## src/rtl/core/tfd_pkg.sv

```systemverilog
package tfd_pkg;

  // Link control bytes
  localparam logic [7:0] START_BYTE  = 8'h7E;
  localparam logic [7:0] ESCAPE_BYTE = 8'h7D;
  localparam logic [7:0] ESCAPE_XOR  = 8'h20;

  // Result kinds carried on tuser
  localparam logic KIND_POLL  = 1'b0;
  localparam logic KIND_FRAME = 1'b1;

  // Output word layout
  localparam int unsigned OUT_DATA_W = 64;

  // Parse phase, one-hot
  typedef enum logic [9:0] {
    PH_IDLE   = 10'b00_0000_0001,
    PH_SENSOR = 10'b00_0000_0010,
    PH_FRAME  = 10'b00_0000_0100,
    PH_APP0   = 10'b00_0000_1000,
    PH_APP1   = 10'b00_0001_0000,
    PH_DATA0  = 10'b00_0010_0000,
    PH_DATA1  = 10'b00_0100_0000,
    PH_DATA2  = 10'b00_1000_0000,
    PH_DATA3  = 10'b01_0000_0000,
    PH_CHECK  = 10'b10_0000_0000
  } phase_t;

  // Result of one parse step
  typedef struct packed {
    logic        emit;
    logic        kind;
    logic [7:0]  dev_id;
    logic [7:0]  frame_type;
    logic [15:0] app_id;
    logic [31:0] payload;
  } step_res_t;

endpackage

```

## src/rtl/core/tfd_parser.sv

```systemverilog
module tfd_parser (
  input  logic             clk,
  input  logic             rst,
  input  logic             step,
  input  logic [7:0]       rx_byte,
  output tfd_pkg::step_res_t res
);
  import tfd_pkg::*;

  phase_t      phase, phase_next;
  logic        esc_pending, esc_pending_next;
  logic [7:0]  dev_id, dev_id_next;
  logic [7:0]  frame_type, frame_type_next;
  logic [7:0]  sum, sum_next;
  logic [15:0] app_id, app_id_next;
  logic [31:0] payload, payload_next;

  logic [7:0]  data_b;
  logic [8:0]  sum_wide;
  logic [7:0]  sum_added;

  // Unescape and end-around-carry add
  assign data_b    = esc_pending ? (rx_byte ^ ESCAPE_XOR) : rx_byte;
  assign sum_wide  = {1'b0, sum} + {1'b0, data_b};
  assign sum_added = sum_wide[7:0] + {7'd0, sum_wide[8]};

  // Decode one byte against the current phase
  always_comb begin
    phase_next       = phase;
    esc_pending_next = esc_pending;
    dev_id_next      = dev_id;
    frame_type_next  = frame_type;
    sum_next         = sum;
    app_id_next      = app_id;
    payload_next     = payload;
    res              = '0;
    if (rx_byte == START_BYTE) begin
      phase_next       = PH_SENSOR;
      esc_pending_next = 1'b0;
    end else begin
      unique case (phase) inside
        PH_SENSOR: begin
          dev_id_next  = rx_byte;
          phase_next   = PH_FRAME;
          res.emit     = 1'b1;
          res.kind     = KIND_POLL;
          res.dev_id   = rx_byte;
        end
        PH_FRAME: begin
          frame_type_next = rx_byte;
          sum_next        = rx_byte;
          phase_next      = PH_APP0;
        end
        PH_APP0, PH_APP1, PH_DATA0, PH_DATA1, PH_DATA2, PH_DATA3, PH_CHECK: begin
          if (rx_byte == ESCAPE_BYTE) begin
            esc_pending_next = 1'b1;
          end else begin
            esc_pending_next = 1'b0;
            if (phase != PH_CHECK) begin
              sum_next = sum_added;
            end
            case (phase)
              PH_APP0: begin
                app_id_next[7:0] = data_b;
                phase_next       = PH_APP1;
              end
              PH_APP1: begin
                app_id_next[15:8] = data_b;
                phase_next        = PH_DATA0;
              end
              PH_DATA0: begin
                payload_next[7:0] = data_b;
                phase_next        = PH_DATA1;
              end
              PH_DATA1: begin
                payload_next[15:8] = data_b;
                phase_next         = PH_DATA2;
              end
              PH_DATA2: begin
                payload_next[23:16] = data_b;
                phase_next          = PH_DATA3;
              end
              PH_DATA3: begin
                payload_next[31:24] = data_b;
                phase_next          = PH_CHECK;
              end
              default: begin
                // check byte: emit on match, drop otherwise
                phase_next = PH_IDLE;
                if (data_b == ~sum) begin
                  res.emit       = 1'b1;
                  res.kind       = KIND_FRAME;
                  res.dev_id     = dev_id;
                  res.frame_type = frame_type;
                  res.app_id     = app_id;
                  res.payload    = payload;
                end
              end
            endcase
          end
        end
        default: begin
          phase_next = PH_IDLE;
        end
      endcase
    end
  end

  // Control state
  always_ff @(posedge clk) begin
    if (rst) begin
      phase       <= PH_IDLE;
      esc_pending <= 1'b0;
    end else if (step) begin
      phase       <= phase_next;
      esc_pending <= esc_pending_next;
    end
  end

  // Held frame fields
  always_ff @(posedge clk) begin
    if (step) begin
      dev_id     <= dev_id_next;
      frame_type <= frame_type_next;
      sum        <= sum_next;
      app_id     <= app_id_next;
      payload    <= payload_next;
    end
  end

  a_start_restarts: assert property (@(posedge clk) disable iff (rst)
    step && rx_byte == START_BYTE |=> phase == PH_SENSOR && !esc_pending)
    else $error("start byte did not restart parsing");

  a_poll_from_sensor: assert property (@(posedge clk) disable iff (rst)
    res.emit && res.kind == KIND_POLL |-> phase == PH_SENSOR)
    else $error("poll emitted outside sensor id phase");

  a_frame_from_check: assert property (@(posedge clk) disable iff (rst)
    res.emit && res.kind == KIND_FRAME |-> phase == PH_CHECK && rx_byte != ESCAPE_BYTE)
    else $error("frame emitted outside check phase");

  a_check_goes_idle: assert property (@(posedge clk) disable iff (rst)
    step && phase == PH_CHECK && rx_byte != START_BYTE && rx_byte != ESCAPE_BYTE
    |=> phase == PH_IDLE)
    else $error("check byte did not end the frame");

endmodule

```

## src/rtl/core/telemetry_frame_deframer_core.sv

```systemverilog
// Telemetry link deframer.
// Slave stream s_axis_* carries received link bytes, one per word. Master
// stream m_axis_* carries results: a poll word right after each sensor id
// byte (tuser = 0) and a frame word for each frame whose check byte matches
// (tuser = 1). Frames with a bad check produce nothing.
// Each accepted byte lands in an input register; from there the parser decodes
// it and loads any result into the output register, waiting while that register
// still holds an unaccepted word.
// Throughput is one byte per cycle while the receiver takes results; the
// parser is a single state step per byte, so nothing else limits the rate.
// When the receiver stalls, a pending result is held and one more byte is
// taken into the input register; tready then drops until the result leaves,
// unless the held byte produces no result, in which case it is consumed.
// Reset (rst, synchronous) empties both registers and returns the parser to
// waiting for a start byte.
module telemetry_frame_deframer_core (
  input  logic                             clk,
  input  logic                             rst,
  input  logic                             s_axis_tvalid,
  output logic                             s_axis_tready,
  input  logic [7:0]                       s_axis_tdata,  // [7:0] rx_byte
  output logic                             m_axis_tvalid,
  input  logic                             m_axis_tready,
  // [7:0] sensor id, [15:8] frame type, [31:16] app_id, [63:32] payload
  output logic [tfd_pkg::OUT_DATA_W-1:0]   m_axis_tdata,
  output logic                             m_axis_tuser   // [0] event_kind
);
  import tfd_pkg::*;

  logic      in_valid;
  logic [7:0] in_byte;
  logic      out_free;
  logic      advance;
  step_res_t res;

  // Step the parser when the result (if any) has room
  assign out_free      = !m_axis_tvalid || m_axis_tready;
  assign advance       = in_valid && (out_free || !res.emit);
  assign s_axis_tready = !in_valid || advance;

  tfd_parser u_parser (
    .clk     (clk),
    .rst     (rst),
    .step    (advance),
    .rx_byte (in_byte),
    .res     (res)
  );

  // Input register
  always_ff @(posedge clk) begin
    if (rst) begin
      in_valid <= 1'b0;
    end else if (s_axis_tready) begin
      in_valid <= s_axis_tvalid;
    end
  end

  always_ff @(posedge clk) begin
    if (s_axis_tvalid && s_axis_tready) begin
      in_byte <= s_axis_tdata;
    end
  end

  // Output register
  always_ff @(posedge clk) begin
    if (rst) begin
      m_axis_tvalid <= 1'b0;
    end else if (advance && res.emit) begin
      m_axis_tvalid <= 1'b1;
    end else if (m_axis_tready) begin
      m_axis_tvalid <= 1'b0;
    end
  end

  always_ff @(posedge clk) begin
    if (advance && res.emit) begin
      m_axis_tuser <= res.kind;
      m_axis_tdata <= {res.payload, res.app_id, res.frame_type, res.dev_id};
    end
  end

  a_emit_loads_out: assert property (@(posedge clk) disable iff (rst)
    advance && res.emit |=> m_axis_tvalid)
    else $error("result lost on its way to the output register");

  a_empty_takes_input: assert property (@(posedge clk) disable iff (rst)
    !in_valid |-> s_axis_tready)
    else $error("empty input register refused a byte");

  a_no_overwrite: assert property (@(posedge clk) disable iff (rst)
    advance && res.emit |-> out_free)
    else $error("result overwrote a pending output word");

  a_held_byte_stays: assert property (@(posedge clk) disable iff (rst)
    in_valid && !advance |=> in_valid && $stable(in_byte))
    else $error("stalled byte was not held");

endmodule

```

## config.mk

```make
export PLATFORM = sky130hd
export DESIGN_NAME = telemetry_frame_deframer_core
export DESIGN_NICKNAME = d
export VERILOG_FILES = /design/src/rtl/core/tfd_pkg.sv /design/src/rtl/core/tfd_parser.sv /design/src/rtl/core/telemetry_frame_deframer_core.sv
export SDC_FILE = /design/constraint.sdc
export NUM_CORES = 1
export LEC_CHECK = 0
export ABC_AREA = 1
export ABC_CLOCK_PERIOD_IN_PS = 7100
export BUFFER_PORTS_ARGS = -buffer_cell sky130_fd_sc_hd__clkbuf_2
export CAP_MARGIN = 20
export CORE_MARGIN = 10
export CORE_UTILIZATION = 44
export DETAILED_ROUTE_END_ITERATION = 12
export SLEW_MARGIN = 20
export SYNTH_ARGS = -nofsm -noshare
export SYNTH_HDL_FRONTEND = slang
export SYNTH_HIERARCHICAL = 1
export SYNTH_SLANG_ARGS = --single-unit
```

## constraint.sdc

```tcl
create_clock -name clk -period 7.1 [get_ports clk]
set_clock_uncertainty 0.1 [all_clocks]
set_input_delay 1.42 -clock clk [delete_from_list [all_inputs] [get_ports clk]]
set_output_delay 1.42 -clock clk [all_outputs]
set_load 0.03 [all_outputs]
```

==> flow_summary.toml <==
[timing]
finalSetupViolCount = 0
holdWs_ps = 381
final_max_slew_viol_count = 0
rsz0062_at_grt = "no"
tightest_slew_ps = 914
hold_violations = 0
slew_headroom = 0.388
fin_crit_ps = 4630
min_period_over_period = 0.652
fin_setup_tns_ps = 0
fmax_mhz = 216

[die]
dieWidth_um = 142
die_area_um2 = 20200
start_util = 0.451
io_pins = 79
die_y_um = 142
fp.coreArea_um2 = 14600
rows = 44

[critical_path]
path_cells = "xor2_1 > buf_4 > ha_1 > nand2_1 > nor3_2 > nand4_1 > nor3_4 > nand2_2 > o21ai_0 > nand4_2 > clkbuf_2"
critPathTopFamily = "simple AND/OR/NAND/NOR gates"
worstSetupPathType = "reg2out"
cp.arrival_ps = 3110
worstSetupStartpointType = "flip-flop"
max_stage_delay_ps = 440
r2r_slack_ps = 3130
path_max_fanout = 9
cp-startpoint = "in_byte[5]"
cp.buffers_inverters = 2
worstReg2RegStart = "in_byte[0]"
crit_cells = 11
slowest_stage = "edfxtp_1"
required_ps = 5580
endpoint_kind = "primary output"
r2r-end = "u_parser/payload[3]"
reg2reg_depth = 12

[layout]
multi_input_area_um2 = 1520
diodes = 0
fin_cells = 843
post-route-util = 0.531
final_nets = 670
seqCellArea_um2 = 4610
drive_gt1_frac = 0.223
nFillCells = 1279
area_delta_synth_final_pct = 17.7

[place]
placedCellCount = 811
place.gp.congestion = 0.895
hpwl_um = 9390
port_buffers = 78

[clock_network]
cts_root_buf = "clkbuf_16"
cts_tree = "yes"
cts_max_path_buffers = 2
post_cts_buffers = 0
cts_resized = 0
path_clk_slew_ps = 60
ctsHoldBuffers = 0
insertion_delay_ps = 420
cts_buffers = 17
clkSinkCount = 158
htreeDepth = 4

[logic_synthesis]
synth_area_um2 = 6580
synth_warnings = 6
synth_nets = 580
synth-xor-area-share = 0.00533
synthCells = 556
yosysSeqAreaShare = 0.701
synth.distinct_cells = 33
post_synth.cell_area_avg_um2 = 11.8
synth_compound_area_frac = 0.0297
synth-seq-cells = 158
synth_top_family_by_area = "simple AND/OR/NAND/NOR gates"
synthMuxAreaShare = 0
synth-simple-area-share = 0.172
synthAdderAreaFrac = 0.0240

[power_and_ir_drop]
swShare = 0.212
clockPowerShare = 0.450
p_int_uw = 1560
power_frac_comb = 0.029
powerDensity_nw_per_um2 = 255
peakVddDrop_uv = 149
power_frac_seq = 0.521
power.switching_uw = 420
p_leak_uw = 0.00334

[drt]
drcViolationCount = 0
num_vias = 4077
first_iter_violations = 336
wl_per_cell_um = 16.1
wirelength_um = 13500
drtPass1Iterations = 4
ant_nets = 0
vias_per_cell = 4.84

[hold_path]
holdCritPathClass = "reg2reg"
hold_depth = 2
holdPathEnd = "u_parser/phase[9]"
min_from = "u_parser/phase[9]"

[grt]
grtUsageTotal = 0.136
grt_overflow = 0
grt_start_max_net_pins = 66
grt_pass1_vias = 4039
antenna_found_initial = 0
grt_pass1_wl_um = 21500

[outcome]
outcome = "finished clean"

[run]
maxCapViolCount = 0
per-stage QoR:
step	power [µW]	worst slack, ps	instance area, µm²
after floorplan	1080	3170	6580
after global routing	2050	2290	7750
final	1980	2470	7750
after CTS	2000	2470	7750
after global placement	1110	3010	7160
after detailed placement	1110	2930	7160
power groups by stage:
stage / Combinational [µW] / Sequential (µW) / Clock (µW)
3_3_place_gp: 55.7 / 1050 / 0
3_5_place_dp: 56.0 / 1050 / 0
4_1_cts: 56.4 / 1030 / 912
5_1_grt: 64.7 / 1030 / 949
2_1_floorplan: 41.0 / 1040 / 0
6_report: 56.8 / 1030 / 891
metal layers:
layer	vias to the layer above	global-route usage	part of all wire	routed length [µm]
met5	-	0	0	0
met4	0	0.0516	0.016	212
met3	14	0.0444	0.063	854
met2	118	0.213	0.48	6450
met1	1930	0.173	0.44	6020
li1	2015	-	-	-
registers in the layout (all words and copies together), names as in the netlist:
register              flops
in_byte                   8
in_valid                  1
m_axis_tdata             64
m_axis_tuser              1
m_axis_tvalid             1
u_parser/app_id          16
u_parser/dev_id           8
u_parser/esc_pending      1
u_parser/frame_type       8
u_parser/payload         32
u_parser/phase           10
u_parser/sum              8
cell type report:
type / count / share of cell area
Multi-Input combinational cell: 287 / 0.196
Sequential cell: 158 / 0.596
Inverter: 101 / 0.0489
Tap cell: 184 / 0.0297
Clock buffer: 17 / 0.0549
Clock inverter: 15 / 0.0212
Timing Repair Buffer: 81 / 0.0533
cell usage in the layout, fill, tap and decap left out, types with 3 or more instances in the layout:
| cell | count |
|---|---|
| a21oi_1 | 24 |
| buf_4 | 3 |
| clkbuf_16 | 17 |
| clkbuf_2 | 78 |
| clkinvlp_4 | 5 |
| dfxtp_1 | 13 |
| edfxtp_1 | 145 |
| ha_1 | 11 |
| inv_1 | 98 |
| inv_2 | 3 |
| nand2_1 | 81 |
| nand2_2 | 3 |
| nand3_1 | 23 |
| nand3b_1 | 5 |
| nand4_1 | 9 |
| nor2_1 | 78 |
| nor2_2 | 12 |
| nor2_4 | 11 |
| nor3_1 | 5 |
| o21ai_0 | 9 |
how the worst max path moves through the flow:
stage                                 end  slack (ps)
after floorplan           m_axis_tdata[0]        3170
after global placement      s_axis_tready        3010
after detailed placement    s_axis_tready        2930
after CTS                   s_axis_tready        2470
after global routing        s_axis_tready        2290
final                       s_axis_tready        2470
synth_stat cells:
library cell  instances  share of area
xnor2_1               2         0.0027
nor3_4                1         0.0025
dfxtp_1              13          0.040
inv_2                 2         0.0011
nor3_1                5         0.0038
nand3b_1              5         0.0057
nor2_1               78          0.045
nand2_1              81          0.046
o21a_1                1         0.0011
o21ai_0               9         0.0068
buf_8                 1         0.0023
fa_1                  1         0.0030
edfxtp_1            145           0.66
xor2_1                2         0.0027
nand3_1              23          0.017
nand4_2               1         0.0019
buf_2                 1        0.00076
nand2_2               3         0.0029
a21oi_2               1         0.0013
nand2_4               1         0.0017
a21oi_1              24          0.018
o21ai_1               1        0.00076
inv_1                99          0.056
o311ai_0              1         0.0013
clkbuf_1              6         0.0034
nor2_4               11          0.019
ha_1                 11          0.021
nor4_4                1         0.0032
nor3_2                1         0.0015
buf_6                 2         0.0034
nand4_1               9         0.0086
nor2_2               12          0.011
and3_1                2         0.0019
kinds of logic after synthesis:
kind of cell    Yosys count
flops                   158
xor+xnor                  4
fa+ha+maj                12
simple gates            234
buf+inv                 111
compound gates           37
worst min-delay path: stages (launching register included):
cell and delay [ps]:
dfxtp_1 320, nand2_1 60, a21oi_1 50
No activity file was read; power rests on OpenSTA's default activity.
